File: src/sv/two_link_inverse_kinematics_top_assert.svh
// Assertion macros shared by the kinematics RTL.
`ifndef TWO_LINK_INVERSE_KINEMATICS_TOP_ASSERT_SVH
`define TWO_LINK_INVERSE_KINEMATICS_TOP_ASSERT_SVH

// The consequent must hold in the same cycle as the antecedent.
`define TLIK_ASSERT_NOW(lbl, clock, rstn, ante, cons) \
	lbl: assert property (@(posedge clock) disable iff (!rstn) (ante) |-> (cons)) \
		else $error("tlik assertion failed");

// The consequent must hold in the cycle after the antecedent.
`define TLIK_ASSERT_NEXT(lbl, clock, rstn, ante, cons) \
	lbl: assert property (@(posedge clock) disable iff (!rstn) (ante) |=> (cons)) \
		else $error("tlik assertion failed");

`endif

File: src/sv/tlik_sqrt_cell.sv
// One result bit of a digit-by-digit integer square root.
module tlik_sqrt_cell #(
	parameter int RW = 32,
	parameter int SW = 1
) (
	input  logic             clk,
	input  logic             arst_n,
	input  logic             en,
	input  logic             v,
	input  logic [RW-1:0]    rad,
	input  logic [RW/2+2:0]  rem,
	input  logic [RW/2-1:0]  root,
	input  logic [SW-1:0]    side,
	output logic             v_q,
	output logic [RW-1:0]    rad_q,
	output logic [RW/2+2:0]  rem_q,
	output logic [RW/2-1:0]  root_q,
	output logic [SW-1:0]    side_q
);
	localparam int RHW = RW / 2;
	localparam int RMW = RHW + 3;

	logic [RMW-1:0] rem_sh;
	logic [RMW-1:0] trial;
	logic           ge;

	assign rem_sh = {rem[RMW-3:0], rad[RW-1:RW-2]};
	assign trial = {{(RMW-RHW-2){1'b0}}, root, 2'b01};
	assign ge = rem_sh >= trial;

	always_ff @(posedge clk or negedge arst_n) begin
		if (!arst_n) begin
			v_q <= 1'b0;
		end else if (en) begin
			v_q <= v;
		end
	end

	always_ff @(posedge clk) begin
		if (en) begin
			rad_q <= {rad[RW-3:0], 2'b00};
			rem_q <= ge ? rem_sh - trial : rem_sh;
			root_q <= {root[RHW-2:0], ge};
			side_q <= side;
		end
	end
endmodule

File: config.mk
export PLATFORM = sky130hd
export DESIGN_NAME = tlik_sqrt_cell
export DESIGN_NICKNAME = d
export VERILOG_FILES = /design/src/sv/two_link_inverse_kinematics_top_assert.svh /design/src/sv/tlik_sqrt_cell.sv
export SDC_FILE = /design/constraint.sdc
export NUM_CORES = 1
export LEC_CHECK = 0
export BUFFER_PORTS_ARGS = -buffer_cell sky130_fd_sc_hd__buf_2
export CORE_MARGIN = 5
export CORE_UTILIZATION = 52
export CTS_CLUSTER_DIAMETER = 120
export CTS_CLUSTER_SIZE = 24
export DETAILED_ROUTE_END_ITERATION = 6
export PLACE_DENSITY_LB_ADDON = 0.08
export SYNTH_ARGS = -nofsm -noshare
export SYNTH_HDL_FRONTEND = slang
export SYNTH_SLANG_ARGS = --single-unit
File: constraint.sdc
create_clock -name clk -period 1.6 [get_ports clk]
set_clock_uncertainty 0.15 [all_clocks]
set_input_delay 0.32 -clock clk [delete_from_list [all_inputs] [get_ports clk]]
set_output_delay 0.32 -clock clk [all_outputs]
set_load 0.03 [all_outputs]
-- Word level (Yosys, flattened, before mapping)
Cells that the tools add are included.
- add/subtract/negate cells: 1
- $lt $le $gt $ge: 1
- mux-type cells: 1
- operator list (kind ; number):
    $ge 19x18->1 ; 1
    $mux 19 ; 1
    $sub 19x18->19 ; 1
- flip-flop bits (word level): 67
- input port bits: 72
- word-level logic and storage cells: 8

-- Longest topological paths before layout
Gate-level depths: netlist of the first run.
- word-level depth: 2
- mapped depth: 10
- depth with buffers taken out: 8

-- Worst setup path before layout of the first run
Ideal clock, no wire load.
- path type: input-to-reg
- start: input root[4]
- end: register rem_q[11], data pin
- library setup time: 0.260 ns
- arrival: 2.003 ns
- required time: 1.190 ns
- path slack: -0.813 ns
- stages: 9
- path buffers: 1
- path through: inv_1 > ha_1 > a21oi_1 > a211oi_2 > a21oi_2 > nor4_4 > nor2_4 > buf_12 > mux2_4
- word-level cells in the longest chain between the ends: 2
- elaborated cells on any way between the ends: 3
- those cells by class: add/sub (1); order compare (1); mux (1)
- ends and longest elaborated chain (what ; line ; RTL):
    from (decl) ; tlik_sqrt_cell.sv:12 ; input logic [RW/2-1:0] root,
    $sub 19x18->19 / $ge 19x18->1 (equally long branches) ; tlik_sqrt_cell.sv:42, tlik_sqrt_cell.sv:29 ;
    $mux 19 * ; tlik_sqrt_cell.sv:42 ; rem_q <= ge ? rem_sh - trial : rem_sh;
    to (signal assigned) ; tlik_sqrt_cell.sv:42 ;
    to (decl) ; tlik_sqrt_cell.sv:16 ; output logic [RW/2+2:0] rem_q,
Every way passes the cells marked *; elsewhere a longest branch is shown, timed or not.
A chain may end at the register's enable or synchronous reset.

-- Worst setup path in the final report of the first run
Same ends and word-level chain as after synthesis.

==> impl_metrics.yaml, run 1 <==
timing:
  setup_viol: 20
  grt_setup_unrepaired: "true"
  fin_crit_sh_pct: 130
  max_freq_mhz: 481
  tns_ps: -8590
  post-route-min-period_ps: 2080
  fin_ws_ps: -480
  finalHoldWorstSlack_ps: 13.3
  finalMaxSlewViolations: 0
  finalHoldViolations: 0
power_and_ir_drop:
  leakagePower_nw: 2.33
  total_power_mw: 5.08
  p_per_area_mw_per_mm2: 945
  vdd_drop_max_mv: 0.753
synth:
  ys_top_cells_by_area: "edfxtp_1, ha_1, mux2_2, mux2_4, inv_1"
  netlist.area_leader.share_pct: 59.5
  async_reset_ff_share_pct: 1.49
  synth_area_mm2: 0.00333
  synth.distinct_cells: 45
  yosysWarnings: 0
  synth_edf_count: 66
  synth_top_cell_by_area: "edfxtp_1"
  synthFlopType: "edfxtp_1"
  avgSynthCellArea_um2: 13.7
  synth-seq-cells: 67
  syn_inst: 244
  ys_seq_area_share_pct: 60.2
setup_path:
  cp.required_ps: 1540
  cp_max_fo: 10
  critPathTopFamily: "compound AO/OA/AOI/OAI gates"
  crit_type: "input port to flop"
  crit_arrival_ps: 2020
  path_buf_inv: 3
  slowest_stage: "mux2_4"
  end_kind: "flop"
  startpoint_type: "input port"
  worstPathCellList: "buf_8 -> inv_8 -> ha_4 -> a21oi_4 -> a211oi_4 -> a21oi_2 -> nor4_4 -> nor2_4 -> buf_12 -> mux2_4"
  timing.critical_path.slowest_cell_delay_ps: 300
cts:
  clock_path_buffers: 2
  cts_tree: "built"
  htreeDepth: 3
  clk_pin_slew_ps: 70
  cts_root_buf: "clkbuf_8"
  numCtsBuffers: 9
  insertion_delay_ps: 340
  cts_num_sinks: 67
placement:
  place_ws_ps: -924
  place_congestion: 0.852
  hpwl_um: 6490
  io_buffers: 136
  dpl.cell_count: 500
finish:
  final_common_cell: "buf_2"
  drive_gt1_share_pct: 57.9
  nets: 563
  fillers: 314
  areaGrowthSynthToFinish_pct: 61.2
  diodes: 0
  layout.cells.most_common_list: "buf_2, edfxtp_1, buf_4"
  final_cells: 554
die:
  initial_core_util_pct: 53.1
  fp.dieW_um: 90.0
  ios: 141
  coreArea_mm2: 0.00628
  placementRows: 29
  die-area_mm2: 0.00811
  fp.dieH_um: 90.0
drt:
  via_count: 2871
  dr.pass1.iters: 4
  postRouteAntennaNets: 0
  routed_via_density: 5.18
  drt_iter0_drc: 155
  wl_um: 9790
  drc: 0
  drt-wirelength-per-cell_um: 17.7
grt:
  grt.total_usage_pct: 23.4
  grt_pass1_wl_um: 15300
  grt_overflow: 0
  antenna_found_initial: 0
  grt_max_degree: 44
  grt_pass1_vias: 3028
run_status:
  violations: "setup timing"
  status: "complete, but fails checks"
job:
  maxCapViolations: 0
hold_path:
  hold_path.class: "input port to flop"
## worst paths after layout
kind | from | to | slack (ps) | cells after the start
setup reg to reg | v_q | v_q | 710 | 1
max in group asynchronous | arst_n | v_q | 1070 | 2
hold reg to reg | v_q | v_q | 360 | 1
min in group asynchronous | arst_n | v_q | 150 | 2
setup / recovery | root[4] | rem_q[11] | -480 | 10
hold / removal | rad[14] | rad_q[16] | 10 | 1
## report_power, final
part           switching, mW  internal [mW]
sequential            0.0495           2.14
combinational          0.935          0.759
clock                  0.648          0.539
total                   1.63           3.44
## metrics by stage
| stage | util (%) | instance area, um2 |
|---|---|---|
| after CTS | 82.8 | 5200 |
| final | 85.6 | 5370 |
| after floorplan | - | 3570 |
| after global placement | 74.3 | 4670 |
| after detailed placement | 74.3 | 4670 |
| after global routing | 85.6 | 5370 |
## routing by layer
| metal | vias up | wire [um] | GRT usage [%] |
|---|---|---|---|
| met2 | 130 | 5110 | 41.2 |
| met3 | 23 | 641 | 6.43 |
| li1 | 1368 | - | - |
| met1 | 1350 | 3810 | 26.9 |
| met4 | 0 | 228 | 9.06 |
| met5 | - | 0 | 0 |
## registers in the layout, indices dropped and copies added (netlist names)
signal	flops
rad_q	30
rem_q	19
root_q	16
side_q	1
v_q	1
## cell type report
cell class	instances	area [um2]	area share, %
inverters	21	106	1.98
repair buffers	223	1510	28.1
well taps	77	96.3	1.79
flip-flops and latches	67	2010	37.4
multi-input cells	151	1500	27.9
clock buffers	9	124	2.31
clock inverters	6	33.8	0.629
## synth_stat cells, drive strengths merged, types with 4 or more instances
cell    instances
edfxtp         66
inv            21
ha             18
mux2           17
a21oi          16
nand2          12
o21ai          12
nor2           11
xnor2           8
nor3            7
xor2            7
a211oi          5
o21a            5
buf             4
nand3           4
o211ai          4
## cell families after synthesis
kind of cell,count (synthesis),synth area share [%]
AO/OA/AOI/OAI,53,11.2
XOR/XNOR,15,3.94
adder cells (fa/ha/maj),18,6.76
buffers and inverters,27,3.87
flip-flops,67,60.2
multiplexers,19,7.13
other,1,0.113
AND/OR/NAND/NOR,44,6.80
## timing repair
action,CTS,global route
gates resized for setup,30,9
endpoints found under the setup margin,20,20
cloned,0,0
hold buffers,18,12
setup buffers,7,2
endpoints found under the hold margin,18,12
pin swaps,6,7
No activity file was read; power rests on OpenSTA's default activity.
==> run 2: changes to the inputs <==
--- a/config.mk
+++ b/config.mk
@@ -6,8 +6,11 @@
 export NUM_CORES = 1
 export LEC_CHECK = 0
 export BUFFER_PORTS_ARGS = -buffer_cell sky130_fd_sc_hd__buf_2
+export CELL_PAD_IN_SITES_DETAIL_PLACEMENT = 2
+export CELL_PAD_IN_SITES_GLOBAL_PLACEMENT = 2
+export CORE_ASPECT_RATIO = 1.2
 export CORE_MARGIN = 5
-export CORE_UTILIZATION = 52
+export CORE_UTILIZATION = 33
 export CTS_CLUSTER_DIAMETER = 120
 export CTS_CLUSTER_SIZE = 24
 export DETAILED_ROUTE_END_ITERATION = 6
==> run 2 against run 1 <==
Against the previous run: first-iteration DRC count shrank 25%; critical path type unchanged; the flow still finishes with violations (setup timing); cell area rose by 2.0%; clock power increased by 68%; count of clock-buffer cells in the layout is 2 higher.
==> impl_metrics.yaml, run 2 (same netlist as run 1, synthesis figures left out) <==
die:
  initial_core_util_pct: 33.5
  die-area_mm2: 0.0122
  placementRows: 40
  ios: 141
  fp.dieW_um: 102
  fp.dieH_um: 120
  coreArea_mm2: 0.00996
power_and_ir_drop:
  leakagePower_nw: 2.36
  p_sw_share_pct: 31.7
  total_power_mw: 6.06
  p_seq_share_pct: 36.4
  power_switching_mw: 1.92
  p_per_area_mw_per_mm2: 1110
  internal_power_mw: 4.14
  pwr-share-comb_pct: 30.6
  vdd_drop_max_mv: 0.632
  p_clk_share_pct: 33.0
cts:
  clk_pin_slew_ps: 60
  htreeDepth: 3
  cts_root_buf: "clkbuf_16"
  clock_path_buffers: 2
  numCtsBuffers: 9
  cts_num_sinks: 67
  cts_tree: "built"
  insertion_delay_ps: 330
run_status:
  status: "complete, but fails checks"
  violations: "setup timing"
finish:
  diodes: 0
  final_common_cell: "buf_2"
  fillers: 990
  areaGrowthSynthToFinish_pct: 64.5
  reg.largest.list: "rad_q: 30 flops, rem_q: 19 flops, root_q: 16 flops"
  final_cells: 592
  regMostFlops: "rad_q"
  drive_gt1_share_pct: 62.7
  nets: 551
  stdcell_area_mm2: 0.00548
  largest_register_ffs: 30
  layout.cells.most_common_list: "buf_2, edfxtp_1, buf_4"
drt:
  drt-wirelength-per-cell_um: 24.4
  routed_via_density: 5.09
  drc: 0
  drt_iter0_drc: 117
  wl_um: 14400
  dr.pass1.iters: 4
  via_count: 3011
  postRouteAntennaNets: 0
timing:
  finalMaxSlewViolations: 0
  fin_ws_ps: -676
  grt_setup_unrepaired: "true"
  post-route-min-period_ps: 2280
  finalHoldViolations: 0
  fin_crit_sh_pct: 142
  setup_viol: 20
  max_freq_mhz: 439
setup_path:
  crit_arrival_ps: 2210
  rr_worst_depth: 1
  rrSetupSlack_ps: 680
  cp.required_ps: 1530
  startpoint_type: "input port"
  crit_type: "input port to flop"
  worstSetupEndpoint: "rem_q[16]"
  critPathLaunch: "rem[6]"
  r2r-start: "v_q"
  end_kind: "flop"
  r2r-end: "v_q"
  cp_max_fo: 7
placement:
  place_ws_ps: -954
  hpwl_um: 8500
  dpl.cell_count: 555
  place_congestion: 0.740
  dpl-instance-area_mm2: 0.00477
  io_buffers: 136
grt:
  grt_pass1_wl_um: 21300
  grt_pass1_vias: 3458
  antenna_found_initial: 0
  grt_overflow: 0
  grt.total_usage_pct: 23.9
  grt_max_degree: 52
hold_path:
  hold_path.class: "input port to flop"
  hold_path_depth: 1
job:
  maxCapViolations: 0
## run 2: how the worst min path moves through the flow
stage          startpoint        end  slack, ps
4_1_cts           root[2]  root_q[3]          2
5_1_grt           rad[20]  rad_q[22]       -0.7
6_report          rad[20]  rad_q[22]         10
3_5_place_dp       arst_n        v_q        -50
3_3_place_gp       arst_n        v_q        -50
2_1_floorplan      arst_n        v_q       -130
## run 2: routing by layer
metal  share of wire [%]  global-route usage, %  up-vias  wire length [um]
li1                    -                      -     1352                 -
met1                  36                   25.7     1512              5230
met2                  55                   44.5      123              7970
met3                 6.2                   6.28       24               895
met4                 2.4                   7.73        0               353
met5                   0                      0        -                 0
## run 2: stage by stage
stage	TNS (ps)	util (%)	hold slack (ps)
2_1_floorplan	-11970	-	-126
3_3_place_gp	-16450	47.9	-54.6
3_5_place_dp	-18030	47.9	-53.9
4_1_cts	-11170	53.6	2.21
5_1_grt	-12650	55.0	-0.711
6_report	-11680	55.0	12.2
## run 2: final cells by class
type | count | area (um2) | area share, %
clock buffer | 11 | 233 | 4.25
clock inverter | 5 | 55.1 | 1.00
inverter | 21 | 109 | 1.99
multi-input combinational | 151 | 1520 | 27.8
sequential | 67 | 2010 | 36.6
tap | 126 | 158 | 2.88
timing repair buffer | 211 | 1400 | 25.5
## run 2: what timing repair did
item                       4_1_cts  5_1_grt
hold buffers                     1        4
hold endpoints to repair         1        4
setup buffers                   12        8
pin swaps                       11        7
gates resized for setup         39       16
setup endpoints to repair       20       20
## run 2: power groups by stage
stage	combinational [mW]	sequential, mW	clock (mW)
after floorplan	0.592	2.60	0
after global placement	1.51	2.22	0
after detailed placement	1.58	2.24	0
after CTS	1.75	2.21	2.02
after global routing	1.95	2.22	2.13
final	1.85	2.21	2.00
## run 2: worst max-delay path, cell delays in order
cell and delay, ps:
buf_2 120, ha_4 310, a21oi_4 70, buf_6 120, o221ai_2 220, a21oi_2 80
nor4_4 300, nor2_4 80, buf_12 140, buf_12 140, mux2_4 310
==> run 3: changes to the inputs <==
==> constraint.sdc (replaced) <==
create_clock -name clk -period 2.95 [get_ports clk]
set_clock_uncertainty 0.15 [all_clocks]
set_input_delay 0.59 -clock clk [delete_from_list [all_inputs] [get_ports clk]]
set_output_delay 0.59 -clock clk [all_outputs]
set_load 0.03 [all_outputs]
==> run 3 against run 2 <==
Against the previous run: the flow now finishes without violations; total power fell by 46%; core utilization fell by 8.5 points; final cell count fell by 10%; sequential power fell by 46%; worst setup slack improved by 1000 ps; sequential share of layout area rose by 6.7 points; hold slack improved by 270 ps; critical endpoint is now rem_q[5]; largest cell class unchanged; largest power group is now clock; highest routed layer unchanged.
==> impl_metrics.yaml, run 3 (same netlist as run 1, synthesis figures left out) <==
run_status:
  status: "finished, final reports clean"
cts:
  cts_root_buf: "clkbuf_16"
  htreeDepth: 3
  cts_tree: "built"
  insertion_delay_ps: 330
  post_cts_buffers: 0
  cts_num_sinks: 67
  clock_path_buffers: 2
  numCtsBuffers: 9
  clk_pin_slew_ps: 60
  cts_resized: 0
drt:
  drt_iter0_drc: 77
  drt-wirelength-per-cell_um: 19.0
  drc: 0
  routed_via_density: 4.87
  dr.pass1.iters: 3
  wl_um: 10100
  postRouteAntennaNets: 0
  via_count: 2590
grt:
  grt_overflow: 0
  grt_pass1_wl_um: 15300
  grt_max_degree: 42
  antenna_found_initial: 0
  grt_pass1_vias: 2840
  grt.total_usage_pct: 16.5
setup_path:
  cp.required_ps: 2880
  timing.critical_path.slowest_cell_delay_ps: 390
  startpoint_type: "input port"
  cp_max_fo: 14
  rr_worst_depth: 1
  end_kind: "flop"
  r2r-end: "v_q"
  critPathLaunch: "rem[4]"
  crit_arrival_ps: 2520
  r2r-start: "v_q"
  slowest_stage: "ha_1"
  worstPathCellList: "buf_2 -> ha_1 -> a21oi_1 -> a211oi_2 -> a21oi_2 -> nor4_4 -> nor2_4 -> buf_12 -> mux2_2"
  rrSetupSlack_ps: 2060
  crit_type: "input port to flop"
placement:
  hpwl_um: 7510
  dpl.cell_count: 515
  place_ws_ps: 20.3
  dpl-instance-area_mm2: 0.00426
  place_congestion: 0.739
  io_buffers: 136
die:
  initial_core_util_pct: 33.5
  placementRows: 40
  die-area_mm2: 0.0122
  fp.dieH_um: 120
  ios: 141
  fp.dieW_um: 102
  coreArea_mm2: 0.00996
power_and_ir_drop:
  p_seq_share_pct: 36.6
  power_switching_uw: 907
  p_per_area_mw_per_mm2: 703
  leakagePower_nw: 2.04
  p_sw_share_pct: 27.8
  pwr-share-comb_pct: 22.3
  vdd_drop_max_mv: 0.309
  internal_power_mw: 2.35
  p_clk_share_pct: 41.1
timing:
  fin_crit_sh_pct: 87.8
  slew_headroom_pct: 61.6
  fin_ws_ps: 361
  finalMaxSlewViolations: 0
  grt_setup_unrepaired: "false"
  finalHoldViolations: 0
  post-route-min-period_ps: 2590
  max_freq_mhz: 386
  tightest_slew_ps: 576
  tns_ps: 0
  setup_viol: 0
hold_path:
  worstHoldEndpoint: "rad_q[25]"
  hold_path.class: "input port to flop"
  holdCritStartpoint: "rad[23]"
  hold_path_depth: 1
finish:
  stdcell_area_mm2: 0.00463
  diodes: 0
  reg.largest.list: "rad_q: 30 flops, rem_q: 19 flops, root_q: 16 flops"
  final_common_cell: "buf_2"
  areaGrowthSynthToFinish_pct: 39.1
  largest_register_ffs: 30
  final_cells: 532
  regMostFlops: "rad_q"
  drive_gt1_share_pct: 47.5
  layout.cells.most_common_list: "buf_2, edfxtp_1, inv_1"
  nets: 491
job:
  maxCapViolations: 0
## run 3: cell types whose count changed in the layout (fill, tap and decap cells not counted), moves of 9 or more
cell,previous run,this run
buf_6,13,0
inv_1,12,21
a21oi_1,6,15
ha_4,13,0
ha_1,5,18
buf_4,58,13
## run 3: worst max-delay path, delay by kind of cell
kind	cells	cell delay [ps]
adder cells (fa/ha/maj)	1	390
multiplexers	1	350
buffers and inverters	2	290
AND/OR/NAND/NOR	2	220
AO/OA/AOI/OAI	3	680
## run 3: worst max path at each step
| stage | endpoint | slack, ps | depth (start not counted) |
|---|---|---|---|
| 2_1_floorplan | rem_q[11] | 270 | 9 |
| 3_3_place_gp | rem_q[17] | 3 | 9 |
| 3_5_place_dp | rem_q[17] | 20 | 9 |
| 4_1_cts | rem_q[16] | 350 | 8 |
| 5_1_grt | rem_q[17] | 180 | 9 |
| 6_report | rem_q[5] | 360 | 9 |
## run 3: area by class of cell
class,count,area (um2)
Tap cell,126,158
Fill cell,1072,5330
Clock inverter,6,138
Timing Repair Buffer,151,823
Clock buffer,10,229
Inverter,21,78.8
Sequential cell,67,2010
Multi-Input combinational cell,151,1200
## run 3: repair_timing
item	in CTS	in global routing
hold buffers	1	0
setup endpoints to repair	0	0
hold endpoints to repair	1	0
## run 3: per-stage QoR
stage                     hold slack [ps]  utilization (%)  power, mW
after floorplan                       144                -       1.68
after global placement                215             42.7       1.91
after detailed placement              224             42.7       1.94
after CTS                             271             46.5       3.30
after global routing                  269             46.5       3.39
final                                 281             46.5       3.26
## run 3: per-layer routing
metal  GRT usage, %  vias up  share of wire (%)
met2           30.1       89                 53
met1           18.5     1267                 39
met3           4.71        8                6.9
met5              0        -                  0
li1               -     1226                  -
met4           3.99        0               0.96
## run 3: power groups by stage
stage / Clock, mW / Combinational (mW) / Sequential, mW
floorplan: 0 / 0.275 / 1.41
global placement: 0 / 0.710 / 1.20
detailed placement: 0 / 0.730 / 1.21
CTS: 1.37 / 0.741 / 1.20
global route: 1.41 / 0.781 / 1.20
finish: 1.34 / 0.727 / 1.19
