--- config.mk ---
export PLATFORM = sky130hd
export DESIGN_NAME = tlik_div_cell
export DESIGN_NICKNAME = d
export VERILOG_FILES = /design/src/sv/two_link_inverse_kinematics_top_assert.svh /design/src/sv/tlik_div_cell.sv
export SDC_FILE = /design/constraint.sdc
export NUM_CORES = 1
export LEC_CHECK = 0
export BUFFER_PORTS_ARGS = -buffer_cell sky130_fd_sc_hd__buf_2
export CAP_MARGIN = 15
export CORE_MARGIN = 3
export CORE_UTILIZATION = 44
export DETAILED_ROUTE_END_ITERATION = 10
export HOLD_SLACK_MARGIN = 0.02
export PLACE_DENSITY_LB_ADDON = 0.12
export SLEW_MARGIN = 25
export SYNTH_ARGS = -nofsm -noshare
export SYNTH_HDL_FRONTEND = slang
export SYNTH_SLANG_ARGS = --single-unit
--- constraint.sdc ---
create_clock -name clk -period 0.8 [get_ports clk]
set_input_delay 0.08 -clock clk [delete_from_list [all_inputs] [get_ports clk]]
set_output_delay 0.08 -clock clk [all_outputs]
set_load 0.01 [all_outputs]
--- src/sv/two_link_inverse_kinematics_top_assert.svh ---
// Assertion macros shared by the kinematics RTL.
`ifndef TWO_LINK_INVERSE_KINEMATICS_TOP_ASSERT_SVH
`define TWO_LINK_INVERSE_KINEMATICS_TOP_ASSERT_SVH

// The consequent must hold in the same cycle as the antecedent.
`define TLIK_ASSERT_NOW(lbl, clock, rstn, ante, cons) \
	lbl: assert property (@(posedge clock) disable iff (!rstn) (ante) |-> (cons)) \
		else $error("tlik assertion failed");

// The consequent must hold in the cycle after the antecedent.
`define TLIK_ASSERT_NEXT(lbl, clock, rstn, ante, cons) \
	lbl: assert property (@(posedge clock) disable iff (!rstn) (ante) |=> (cons)) \
		else $error("tlik assertion failed");

`endif

--- src/sv/tlik_div_cell.sv ---
// One quotient bit of a restoring divider.
module tlik_div_cell #(
	parameter int DW = 25,
	parameter int QW = 16,
	parameter int SW = 1
) (
	input  logic          clk,
	input  logic          arst_n,
	input  logic          en,
	input  logic          v,
	input  logic [DW-1:0] rem,
	input  logic [DW-1:0] d,
	input  logic [QW-1:0] low,
	input  logic [QW-1:0] q,
	input  logic [SW-1:0] side,
	output logic          v_q,
	output logic [DW-1:0] rem_q,
	output logic [DW-1:0] d_q,
	output logic [QW-1:0] low_q,
	output logic [QW-1:0] q_q,
	output logic [SW-1:0] side_q
);
	logic [DW:0] t;
	logic [DW:0] diff;
	logic        ge;

	assign t = {rem, low[QW-1]};
	assign ge = t >= {1'b0, d};
	assign diff = t - {1'b0, d};

	always_ff @(posedge clk or negedge arst_n) begin
		if (!arst_n) begin
			v_q <= 1'b0;
		end else if (en) begin
			v_q <= v;
		end
	end

	always_ff @(posedge clk) begin
		if (en) begin
			rem_q <= ge ? diff[DW-1:0] : t[DW-1:0];
			d_q <= d;
			low_q <= {low[QW-2:0], 1'b0};
			q_q <= {q[QW-2:0], ge};
			side_q <= side;
		end
	end
endmodule

== After elaboration in Yosys (flattened, before gate mapping) ==
Cells that the tools add are included.
Storage, ports and cells
  register bits after elaboration: 83
  input port bits: 87
  word-level logic and storage cells: 9
Operators by class
  add/sub/neg operators: 1
  order comparisons: 1
  multiplexer cells: 1
Operator list (count)
  >= comparator 26 x 25 -> 1 bit: 1
  2-to-1 mux 25 bit: 1
  subtractor 25 bit: 1

== Depth between registers and ports, before layout ==
Gate-level depths: netlist (run 1).
  word-level depth: 2
  depth in mapped cells: 13
  depth with buffers taken out: 12

== Least setup slack after synthesis (run 1) ==
OpenSTA, ideal clock, no wires.
  path kind: input port to flip-flop
  start point: input port low[15]
  end point: register rem_q[10] (data pin)
  library setup time: 0.260 ns
  arrival time: 2.471 ns
  data required time: 0.540 ns
  setup slack: -1.932 ns
  cell stages on the path: 13
  path buffers: 1
  cell sequence: inv_1 -> ha_1 -> inv_1 -> fa_1 -> a21o_1 -> a221oi_4 -> o21ai_2 -> a221oi_2 -> o21ai_1 -> a21oi_2 -> o31ai_4 -> buf_6 -> mux2_4
Between the ends
  longest elaborated chain between the ends: 2
  elaborated cells between the ends (all ways): 3
Ends and longest elaborated chain
  from (decl): line tlik_div_cell.sv:13  | input logic [QW-1:0] low,
  subtractor 25 bit / >= comparator 26 x 25 -> 1 bit (equally long branches): line tlik_div_cell.sv:29, tlik_div_cell.sv:28
  2-to-1 mux 25 bit (*): line tlik_div_cell.sv:41  | rem_q <= ge ? diff[DW-1:0] : t[DW-1:0];
  to (signal assigned): line tlik_div_cell.sv:41
  to (decl): line tlik_div_cell.sv:17  | output logic [DW-1:0] rem_q,
Every way passes the cells marked *; elsewhere a longest branch is shown, timed or not.
A chain may end at the register's enable or synchronous reset.

== Worst setup path in the final report (run 1) ==
  start point: input port low[15]
  end point: register rem_q[19] (data pin)
The elaborated chain is that of the path after synthesis.

==> results of run 1 <==
==> placed cells by master, fill, tap and decap left out, drive strengths merged, types with 22 or more instances in the layout <==
| master | instances |
|---|---|
| edfxtp | 82 |
| mux2 | 24 |
| dlygate4sd3 | 59 |
| buf | 262 |
| ha | 25 |
| inv | 35 |
| a21oi | 22 |
==> sequential cells by signal, summed over array words and instances, names as in the netlist <==
| name | flops |
|---|---|
| d_q | 25 |
| q_q | 16 |
| rem_q | 25 |
| side_q | 1 |
| v_q | 1 |
| low_q | 15 |
==> routing by layer <==
| metal | vias up | wire [microns] |
|---|---|---|
| met5 | - | 20 |
| met4 | 2 | 94 |
| met3 | 12 | 772 |
| met2 | 148 | 6050 |
| met1 | 1795 | 5010 |
| li1 | 1873 | - |
==> cell type report <==
cell class,count,area [sq um]
fill,723,2530
sequential,83,2490
timing repair buffer,321,2220
multi-input combinational,202,1720
tap,129,161
inverter,33,136
clock buffer,10,128
clock inverter,6,72.6
==> power groups by stage <==
stage,Sequential [uW],Clock [uW],Combinational (uW)
finish,5440,3160,3550
global route,5490,3430,3860
CTS,5430,3250,3520
detailed placement,5530,0,3250
global placement,5520,0,3190
floorplan,5790,0,1430
==> how the worst max path moves through the flow <==
stage | start | to | slack [ps] | cells past startpoint
after floorplan | low[15] | rem_q[10] | -1800 | 13
after global placement | low[15] | rem_q[20] | -1980 | 14
after detailed placement | low[15] | rem_q[18] | -2060 | 14
after CTS | low[15] | rem_q[19] | -1560 | 14
after global routing | low[15] | rem_q[19] | -1660 | 14
final | low[15] | rem_q[19] | -1550 | 14
==> critical path: stages <==
cell	delay [ps]
buf_12	110
inv_12	40
ha_4	110
inv_2	30
fa_2	330
a21o_1	210
a221oi_4	260
o21ai_2	90
a221oi_2	280
o21ai_1	110
a21oi_2	210
o31ai_4	110
buf_12	180
mux2_4	300
==> per-stage QoR <==
step	hold WS [ps]	area, sq um
CTS	23.0	6890
global placement	-145	6060
global route	23.8	6930
finish	38.1	6930
detailed placement	-144	6060
floorplan	-216	4400
==> cell families after synthesis <==
| group | count (synthesis) | synth area share, % |
|---|---|---|
| AOI/OAI and AO/OA | 80 | 13.4 |
| xor gates and xnor gates | 20 | 4.01 |
| adders and majority gates | 26 | 7.62 |
| buffers and inverters | 44 | 4.29 |
| DFF | 83 | 56.9 |
| muxes | 25 | 7.87 |
| other | 1 | 0.0858 |
| and+or+nand+nor | 50 | 5.81 |
==> timing repair <==
item	CTS	global route
setup buffers	3	1
hold buffers	59	0
endpoints found under the setup margin	109	110
endpoints found under the hold margin	58	0
pin swaps	4	2
resized for setup	3	6
==> parameters.txt, run 1 <==
Parameter                              Value

Placed design
  Count of input and output buffers ... 168
  Pre-CTS WS ... -2060 ps
  Weighted congestion at the end of routability-driven global placement ... roughly 0.85
  Placed wire-length estimate after detailed placement ... 8540 microns
  Placed Instances ... approximately 700

Global routing
  Remaining global-route overflow ... 0
  Antenna violations before repair ... 1
  Grt met1 use ... between 20% and 30%
  Global route hottest layer ... met2
  Via count of the first global-routing pass ... ~4000
  Overall track demand over capacity in global routing ... 21.6%
  Met2 GRT Util ... approximately 39%
  Global-route wire length before repair ... just under 20000 microns
  Met3 demand-to-capacity share in global routing ... under 10%
  Maximum number of pins on one net before global-route repair ... 33

Yosys
  Syn Nets ... between 400 and 500
  Fraction of registers with async set or reset after synthesis ... between 1 and 1.5%
  Number of enable-type register cells in the synthesized netlist ... 82
  Biggest area consumer among synthesized cells ... edfxtp_1
  Sequential fraction of the synthesis area ... between 50% and 60%
  Number of distinct library cell variants in the gate-level netlist after synthesis ... 57
  Mapped Cells ... about 330
  Fraction of post-synthesis cell area in the top cell type by area ... 56.3%
  Cell types with the largest area share after synthesis ... edfxtp_1, ha_1, mux2_4, inv_1, xnor2_1
  Prevailing post-synth register cell ... edfxtp_1
  Per-instance average area after synthesis ... between 10 and 15 sq um
  Number of warnings reported in the yosys synthesis log ... 0
  Area of the mapped netlist ... 0.00437 sq mm
  Leading cell type by number of instances after synthesis ... edfxtp_1
  Most numerous cell types in the synthesized netlist ... edfxtp_1, inv_1, ha_1, a21oi_1, mux2_4
  Seq cells post-synth ... a little over 80

Hold path
  Type of the most critical hold path ... in2reg
  Hold Path Stages ... 2
  Sink of the worst hold path ... rem_q[18]
  Startpoint of the tightest hold check path ... rem[17]

Route
  DR vias/cell ... just under 5
  First-pass iteration count of the detailed router ... 4
  DRC violation count after routing ... 0
  Wire length reported by the detailed router ... 11900 microns
  Routed length per instance ... approximately 15 microns
  Routed vias ... around 3800
  Initial drt markers ... 151
  Detail Route Antenna Nets ... 0

Run status
  Failing checks ... negative setup slack
  Result of the run ... complete, but fails checks

Pwr
  Part of the power in combinational logic ... 29.2%
  Power density over the cells ... between 1500 and 2000 mW/mm^2
  Clock network fraction of design power ... 26.0%
  Register share of total power ... approximately 45%
  P_leak ... 0.00324 uW
  Net Sw Power ... 3390 uW
  Total design power ... about 12000 uW
  Internal power summed over all cells ... 8760 uW
  IR drop worst, VDD ... 1.10 mV
  Switching power share of the total ... between 20 and 30%

Cells and area
  Fraction of the core area covered by cells at the end of the flow ... 73.2%
  Synth-to-layout area growth ... 58.5%
  N_diodes ... 0
  Number of non-filler instances in the completed layout ... between 700 and 800
  Layout cell share with drive strength beyond 1 ... 47.9%
  NumNets Final ... 763

Floorplanning
  Total die area ... roughly 0.011 sq mm
  Vert. Die Dim ... ~110 microns
  CORE AREA ... around 0.0095 sq mm
  Initial cell density of the core ... approximately 46%
  I/O pin cnt ... about 170
  Die Wd ... 106 microns
  Floorplan row count ... 35

Setup path
  Data arrival time of the worst path ... 2460 ps
  Logic depth of the worst register-to-register path ... 2
  Critical path startpoint category ... input pin
  Critical R2R Capture ... v_q
  Required time at the worst-slack endpoint ... 910 ps
  Critical register-to-register path startpoint ... v_q
  Crit path capture type ... register
  Register-to-Register Setup Slack ... -70 ps
  Worst setup path category ... in2reg
  Maximum fanout along the worst path ... 18

Clocking
  Clk pin slew, worst setup/hold paths ... about 100 ps
  Clock root cell ... clkbuf_8
  Clock Latency Late Sink ... 350 ps
  CTS buffer count ... 9
  H-Tree Depth ... 3
  Clock sink total ... 83
  CTS tree ... done
  Max Buffers Root-to-Sink ... 2

Timing
  Period utilization ... 294%
  Maximum clock skew at final layout ... 0 ps
  Maximum clock rate ... approximately 430 MHz
  Sum Neg Setup Slack ... -51660 ps
  Min setup slack post-route ... -1550 ps
  Final worst path period need ... 2350 ps
  Max-slew violation count ... 0
  Final Hold Fails ... 0
  RSZ-0062 raised after global routing ... yes
  Number of failing setup endpoints in the final timing report ... 110

Job
  Max-Cap Viols ... 0
No activity file was read; power rests on OpenSTA's default activity.
==> run 2: changes to the inputs <==
--- a/config.mk
+++ b/config.mk
@@ -7,12 +7,11 @@
 export LEC_CHECK = 0
 export BUFFER_PORTS_ARGS = -buffer_cell sky130_fd_sc_hd__buf_2
 export CAP_MARGIN = 15
-export CORE_MARGIN = 3
-export CORE_UTILIZATION = 44
+export CORE_UTILIZATION = 53
 export DETAILED_ROUTE_END_ITERATION = 10
 export HOLD_SLACK_MARGIN = 0.02
 export PLACE_DENSITY_LB_ADDON = 0.12
-export SLEW_MARGIN = 25
+export SLEW_MARGIN = 40
 export SYNTH_ARGS = -nofsm -noshare
 export SYNTH_HDL_FRONTEND = slang
 export SYNTH_SLANG_ARGS = --single-unit
==> constraint.sdc (replaced) <==
create_clock -name clk -period 2.9 [get_ports clk]
set_input_delay 0.29 -clock clk [delete_from_list [all_inputs] [get_ports clk]]
set_output_delay 0.29 -clock clk [all_outputs]
set_load 0.01 [all_outputs]
==> run 2 against run 1 <==
Net effect: sequential power down 72%; first-iteration DRC count up 7.3%; global-route usage up 1.1 points; combinational power down 78%; largest cell class unchanged; sequential cell count unchanged; the run now ends clean; hold slack better by 57 ps; largest power group unchanged; total power down 74%; non-clock buffer count down 132; critical path depth unchanged; clock-buffer cell count unchanged.
==> parameters.txt, run 2 (same netlist as run 1, synthesis figures left out) <==
Parameter                              Value

Floorplanning
  Floorplan row count ... 32
  Total die area ... 0.00861 sq mm
  CORE AREA ... between 0.007 and 0.008 sq mm
  Vert. Die Dim ... 92.8 microns
  I/O pin cnt ... between 150 and 200
  Initial cell density of the core ... a little under three fifths
  Die Wd ... roughly 93 microns

Placed design
  Weighted congestion at the end of routability-driven global placement ... just over 0.8
  Count of input and output buffers ... 168
  Pre-CTS WS ... -194 ps
  Placed Instances ... 608
  Placed wire-length estimate after detailed placement ... between 7000 and 8000 microns

Setup path
  Worst setup path start ... low[15]
  Crit path capture type ... register
  Top cell by count, worst path ... inv_1
  Worst setup path category ... in2reg
  Data arrival time of the worst path ... 2830 ps
  Critical path, cell by cell ... buf_2 > inv_1 > ha_1 > inv_1 > fa_2 > a21o_1 > a221oi_4 > o21ai_2 > a221oi_2 > o21ai_1 > a21oi_2 > o31ai_4 > buf_12 > mux2_4
  WP buf/inv ... 4
  Slowest CP cell ... fa_2
  Family with the most delay on the worst path ... compound AO/OA/AOI/OAI gates
  Highest cell delay on the worst timing path ... roughly 340 ps
  Critical register-to-register path startpoint ... v_q
  Required time at the worst-slack endpoint ... between 3000 and 4000 ps
  Critical path startpoint category ... input pin
  Maximum fanout along the worst path ... 12

Timing
  Maximum clock rate ... around 370 MHz
  Min setup slack post-route ... approximately 180 ps
  RSZ-0062 raised after global routing ... no
  Maximum clock skew at final layout ... 0 ps
  Final Hold Fails ... 0
  Number of failing setup endpoints in the final timing report ... 0
  Pin slew with the least headroom to its limit ... 606 ps
  Max-slew violation count ... 0
  Final worst path period need ... between 2000 and 3000 ps
  Period utilization ... between 90% and 100%
  Max transition margin ... between 50 and 60%
  WHS ... approximately 95 ps

Clocking
  Clock root cell ... clkbuf_8
  CTS tree ... done
  Max Buffers Root-to-Sink ... 2
  Clock sink total ... 83
  Setup Buffers After CTS ... 0
  H-Tree Depth ... 3
  Clk pin slew, worst setup/hold paths ... 90 ps
  CTS buffer count ... 9
  Clock Latency Late Sink ... ~350 ps

Cells and area
  Layout cell share with drive strength beyond 1 ... a little under half
  Registers with the most flip-flops ... d_q x25, rem_q x25, q_q x16
  Fraction of the core area covered by cells at the end of the flow ... around 72%
  Area of all sequential standard cells ... ~0.0025 sq mm
  Area of combinational cells with multiple inputs ... between 0.0015 and 0.002 sq mm
  Fillers ... 587
  Synth-to-layout area growth ... 29.9%
  N_diodes ... 0
  Highest-count cells in the layout ignoring fill and taps ... buf_2, edfxtp_1, inv_1
  NumNets Final ... around 630
  Most common cell after layout, fill and taps aside ... buf_2
  Number of non-filler instances in the completed layout ... around 630

Route
  Wire length reported by the detailed router ... 9520 microns
  DRC violation count after routing ... 0
  Detail Route Antenna Nets ... 0
  DR vias/cell ... between 5 and 6
  Initial drt markers ... 162
  First-pass iteration count of the detailed router ... 7
  Routed vias ... approximately 3300
  Routed length per instance ... ~15 microns

Pwr
  Clock network fraction of design power ... between 20% and 30%
  IR drop worst, VDD ... roughly 0.36 mV
  Power density over the cells ... between 500 and 600 mW/mm^2
  Total design power ... 3150 uW
  Register share of total power ... 47.6%
  Internal power summed over all cells ... roughly 2300 uW
  Net Sw Power ... roughly 890 uW
  P_leak ... ~0.0026 uW
  Part of the power in combinational logic ... between 20 and 25%
  Switching power share of the total ... between 20% and 30%

Global routing
  Maximum number of pins on one net before global-route repair ... between 40 and 50
  Antenna violations before repair ... 1
  Remaining global-route overflow ... 0
  Global-route wire length before repair ... ~15000 microns
  Overall track demand over capacity in global routing ... a little under a quarter
  Via count of the first global-routing pass ... 3106

Hold path
  Startpoint of the tightest hold check path ... low[7]
  Type of the most critical hold path ... in2reg

Job
  Max-Cap Viols ... 0

Run status
  Result of the run ... completed
[run 2: cell count changes in the layout (fill, tap and decap cells not counted), moves of 2 or more]
cell,before,now
buf_4,91,18
buf_12,5,3
buf_2,163,167
dlygate4sd3_1,59,1
inv_1,31,33
buf_6,3,0
[run 2: stage by stage]
step,cell area (sq um),TNS (ps)
floorplan,4370,0
global placement,5470,-2390
detailed placement,5470,-4030
CTS,5680,0
global route,5680,0
finish,5680,0
[run 2: final timing paths]
path | endpoint | slack [ps] | cells past startpoint
max in group asynchronous | v_q | 2580 | 2
worst min-delay path | low_q[8] | 100 | 1
worst min register to register | v_q | 520 | 1
worst max register to register | v_q | 2150 | 1
min in group asynchronous | v_q | 240 | 2
worst max-delay path | rem_q[11] | 180 | 14
[run 2: timing repair]
item / in CTS / in global routing
gates resized for setup: 0 / 0
hold buffers: 1 / 0
hold endpoints to repair: 1 / 0
[run 2: area by class of cell]
class                   instances  area share (%)
clock buffers                  10            2.25
clock inverters                 6            1.28
inverters                      33            2.18
multi-input cells             202            29.9
flip-flops and latches         83            43.8
well taps                     102            2.25
repair buffers                189            18.3
[run 2: power by group through the flow]
stage	sequential (uW)	combinational [uW]	clock, uW
after floorplan	1600	393	0
after global placement	1520	758	0
after detailed placement	1530	777	0
after CTS	1500	781	884
after global routing	1510	846	929
final	1500	775	875
[run 2: layer usage]
| layer | global-route usage (%) | up-vias | share of wire [%] |
|---|---|---|---|
| li1 | - | 1603 | - |
| met1 | 28.9 | 1509 | 43 |
| met2 | 37.6 | 133 | 48 |
| met3 | 5.58 | 15 | 7.3 |
| met4 | 8.08 | 0 | 1.8 |
| met5 | 0 | - | 0 |
==> run 3: changes to the inputs <==
--- a/config.mk
+++ b/config.mk
@@ -7,10 +7,11 @@
 export LEC_CHECK = 0
 export BUFFER_PORTS_ARGS = -buffer_cell sky130_fd_sc_hd__buf_2
 export CAP_MARGIN = 15
-export CORE_UTILIZATION = 53
+export CORE_UTILIZATION = 49
 export DETAILED_ROUTE_END_ITERATION = 10
 export HOLD_SLACK_MARGIN = 0.02
 export PLACE_DENSITY_LB_ADDON = 0.12
+export RECOVER_POWER = 50
 export SLEW_MARGIN = 40
 export SYNTH_ARGS = -nofsm -noshare
 export SYNTH_HDL_FRONTEND = slang
==> constraint.sdc (replaced) <==
create_clock -name clk -period 2.57 [get_ports clk]
set_input_delay 0.257 -clock clk [delete_from_list [all_inputs] [get_ports clk]]
set_output_delay 0.257 -clock clk [all_outputs]
set_load 0.01 [all_outputs]
==> run 3 against run 2 <==
Net effect: critical path depth unchanged; design area up 4.4%; sequential power rose by 13%; sequential cell count stayed put; critical path type unchanged; clock power about the same.
==> parameters.txt, run 3 (same netlist as run 1, synthesis figures left out) <==
Parameter                              Value

Clocking
  Max Buffers Root-to-Sink ... 2
  Clock root cell ... clkbuf_8
  H-Tree Depth ... 3
  Clk pin slew, worst setup/hold paths ... approximately 90 ps
  Clock sink total ... just over 80
  Clock Latency Late Sink ... around 350 ps
  CTS buffer count ... 9
  CTS tree ... done

Route
  DR vias/cell ... between 5 and 6
  Initial drt markers ... between 100 and 150
  Detail Route Antenna Nets ... 0
  Routed length per instance ... roughly 15 microns
  Uppermost signal routing layer after detailed routing ... met4
  Routed vias ... roughly 3400
  DRC violation count after routing ... 0
  Met2 WL ... 4930 microns
  Wire length on met1 ... between 4000 and 5000 microns
  Met3 routed wirelength ... between 800 and 900 microns
  First-pass iteration count of the detailed router ... 4
  Wire length reported by the detailed router ... around 10000 microns

Cells and area
  Fillers ... around 670
  N_diodes ... 0
  Registers with the most flip-flops ... d_q x25, rem_q x25, q_q x16
  Layout cell share with drive strength beyond 1 ... a little under half
  Most common cell after layout, fill and taps aside ... buf_2
  NumNets Final ... approximately 670
  Number of non-filler instances in the completed layout ... ~670
  Highest-count cells in the layout ignoring fill and taps ... buf_2, edfxtp_1, buf_4
  Synth-to-layout area growth ... 35.6%
  Fraction of the core area covered by cells at the end of the flow ... between 60% and 70%

Timing
  Final worst path period need ... about 2600 ps
  RSZ-0062 raised after global routing ... yes
  Pin slew with the least headroom to its limit ... between 1000 and 1500 ps
  Maximum clock rate ... a little under 400 MHz
  Final Hold Fails ... 0
  Max transition margin ... under 10%
  Min setup slack post-route ... approximately 19 ps
  Period utilization ... 99.3%
  Number of failing setup endpoints in the final timing report ... 0
  Max-slew violation count ... 0
  Maximum clock skew at final layout ... 0 ps

Floorplanning
  Initial cell density of the core ... 50.4%
  Die Wd ... 96.4 microns
  Total die area ... slightly above 0.009 sq mm
  Floorplan row count ... 34
  CORE AREA ... 0.00868 sq mm
  I/O pin cnt ... roughly 170
  Vert. Die Dim ... 96.4 microns

Job
  Max-Cap Viols ... 0

Setup path
  Critical path startpoint category ... input pin
  Critical register-to-register path startpoint ... v_q
  Data arrival time of the worst path ... between 2000 and 3000 ps
  Required time at the worst-slack endpoint ... between 2000 and 3000 ps
  Maximum fanout along the worst path ... 16
  Worst setup path start ... low[15]
  Worst setup path category ... in2reg
  Logic depth of the worst register-to-register path ... 1
  Crit path capture type ... register

Pwr
  Total design power ... 3510 uW
  Register share of total power ... between 40 and 50%
  Part of the power in combinational logic ... a little over a quarter
  IR drop worst, VDD ... roughly 0.34 mV
  Internal power summed over all cells ... roughly 2500 uW
  Switching power share of the total ... 28.6%
  P_leak ... 0.00274 uW
  Power density over the cells ... just under 600 mW/mm^2
  Clock network fraction of design power ... roughly a quarter
  Net Sw Power ... approximately 1000 uW

Placed design
  Count of input and output buffers ... 168
  Pre-CTS WS ... -403 ps
  Placed Instances ... about 650
  Weighted congestion at the end of routability-driven global placement ... slightly below 0.9
  Placed wire-length estimate after detailed placement ... ~7700 microns

Hold path
  Startpoint of the tightest hold check path ... q[13]
  Hold Path Stages ... 1
  Type of the most critical hold path ... in2reg

Run status
  Result of the run ... completed

Global routing
  Antenna violations before repair ... 0
  Global-route wire length before repair ... roughly 15000 microns
  Via count of the first global-routing pass ... around 3300
  Remaining global-route overflow ... 0
  Overall track demand over capacity in global routing ... approximately 22%
  Maximum number of pins on one net before global-route repair ... 56
## run 3: worst max-delay path: stages
cell and delay, ps:
buf_8 110, inv_12 40, ha_4 120, inv_2 30
fa_2 330, a21o_1 220, a221oi_4 260, o21ai_2 90
a221oi_2 270, o21ai_1 120, a21oi_2 230, o31ai_4 100
buf_12 180, mux2_4 300
## run 3: area by class of cell
type                    instances  area, sq um  area share, %
clock buffers                  10          128           2.15
clock inverters                 6         48.8          0.823
inverters                      33          136           2.30
multi-input cells             202         1710           28.9
flip-flops and latches         83         2490           42.0
well taps                     108          135           2.28
repair buffers                224         1280           21.6
## run 3: final timing paths
check | endpoint | slack (ps)
hold / removal | q_q[14] | 70
setup / recovery | rem_q[23] | 20
hold reg to reg | v_q | 530
min in group asynchronous | v_q | 210
max in group asynchronous | v_q | 2250
setup reg to reg | v_q | 1810
## run 3: what timing repair did
action,in CTS,in global routing
gates resized for setup,2,1
pin swaps,0,2
hold endpoints to repair,1,0
buffers inserted,2,0
cloned,0,0
hold buffers,1,0
setup endpoints to repair,15,24
## run 3: power by group through the flow
| stage | clock network [uW] | logic (uW) | registers [uW] |
|---|---|---|---|
| after floorplan | 0 | 446 | 1800 |
| after global placement | 0 | 919 | 1720 |
| after detailed placement | 0 | 945 | 1720 |
| after CTS | 892 | 956 | 1690 |
| after global routing | 948 | 1040 | 1710 |
| final | 875 | 946 | 1690 |
## run 3: metrics by stage
step,TNS [ps],area [sq um],hold slack [ps]
2_1_floorplan,-3560,4400,-38.6
3_5_place_dp,-9430,5740,36.0
6_report,0,5930,71.0
5_1_grt,-1440,5930,43.0
4_1_cts,0,5940,56.3
3_3_place_gp,-7560,5740,31.3
## run 3: routing by layer
layer  vias up  track usage (%)
li1       1668                -
met1      1570             25.2
met2       133             38.7
met3         7             5.87
met4         0             6.86
met5         -                0
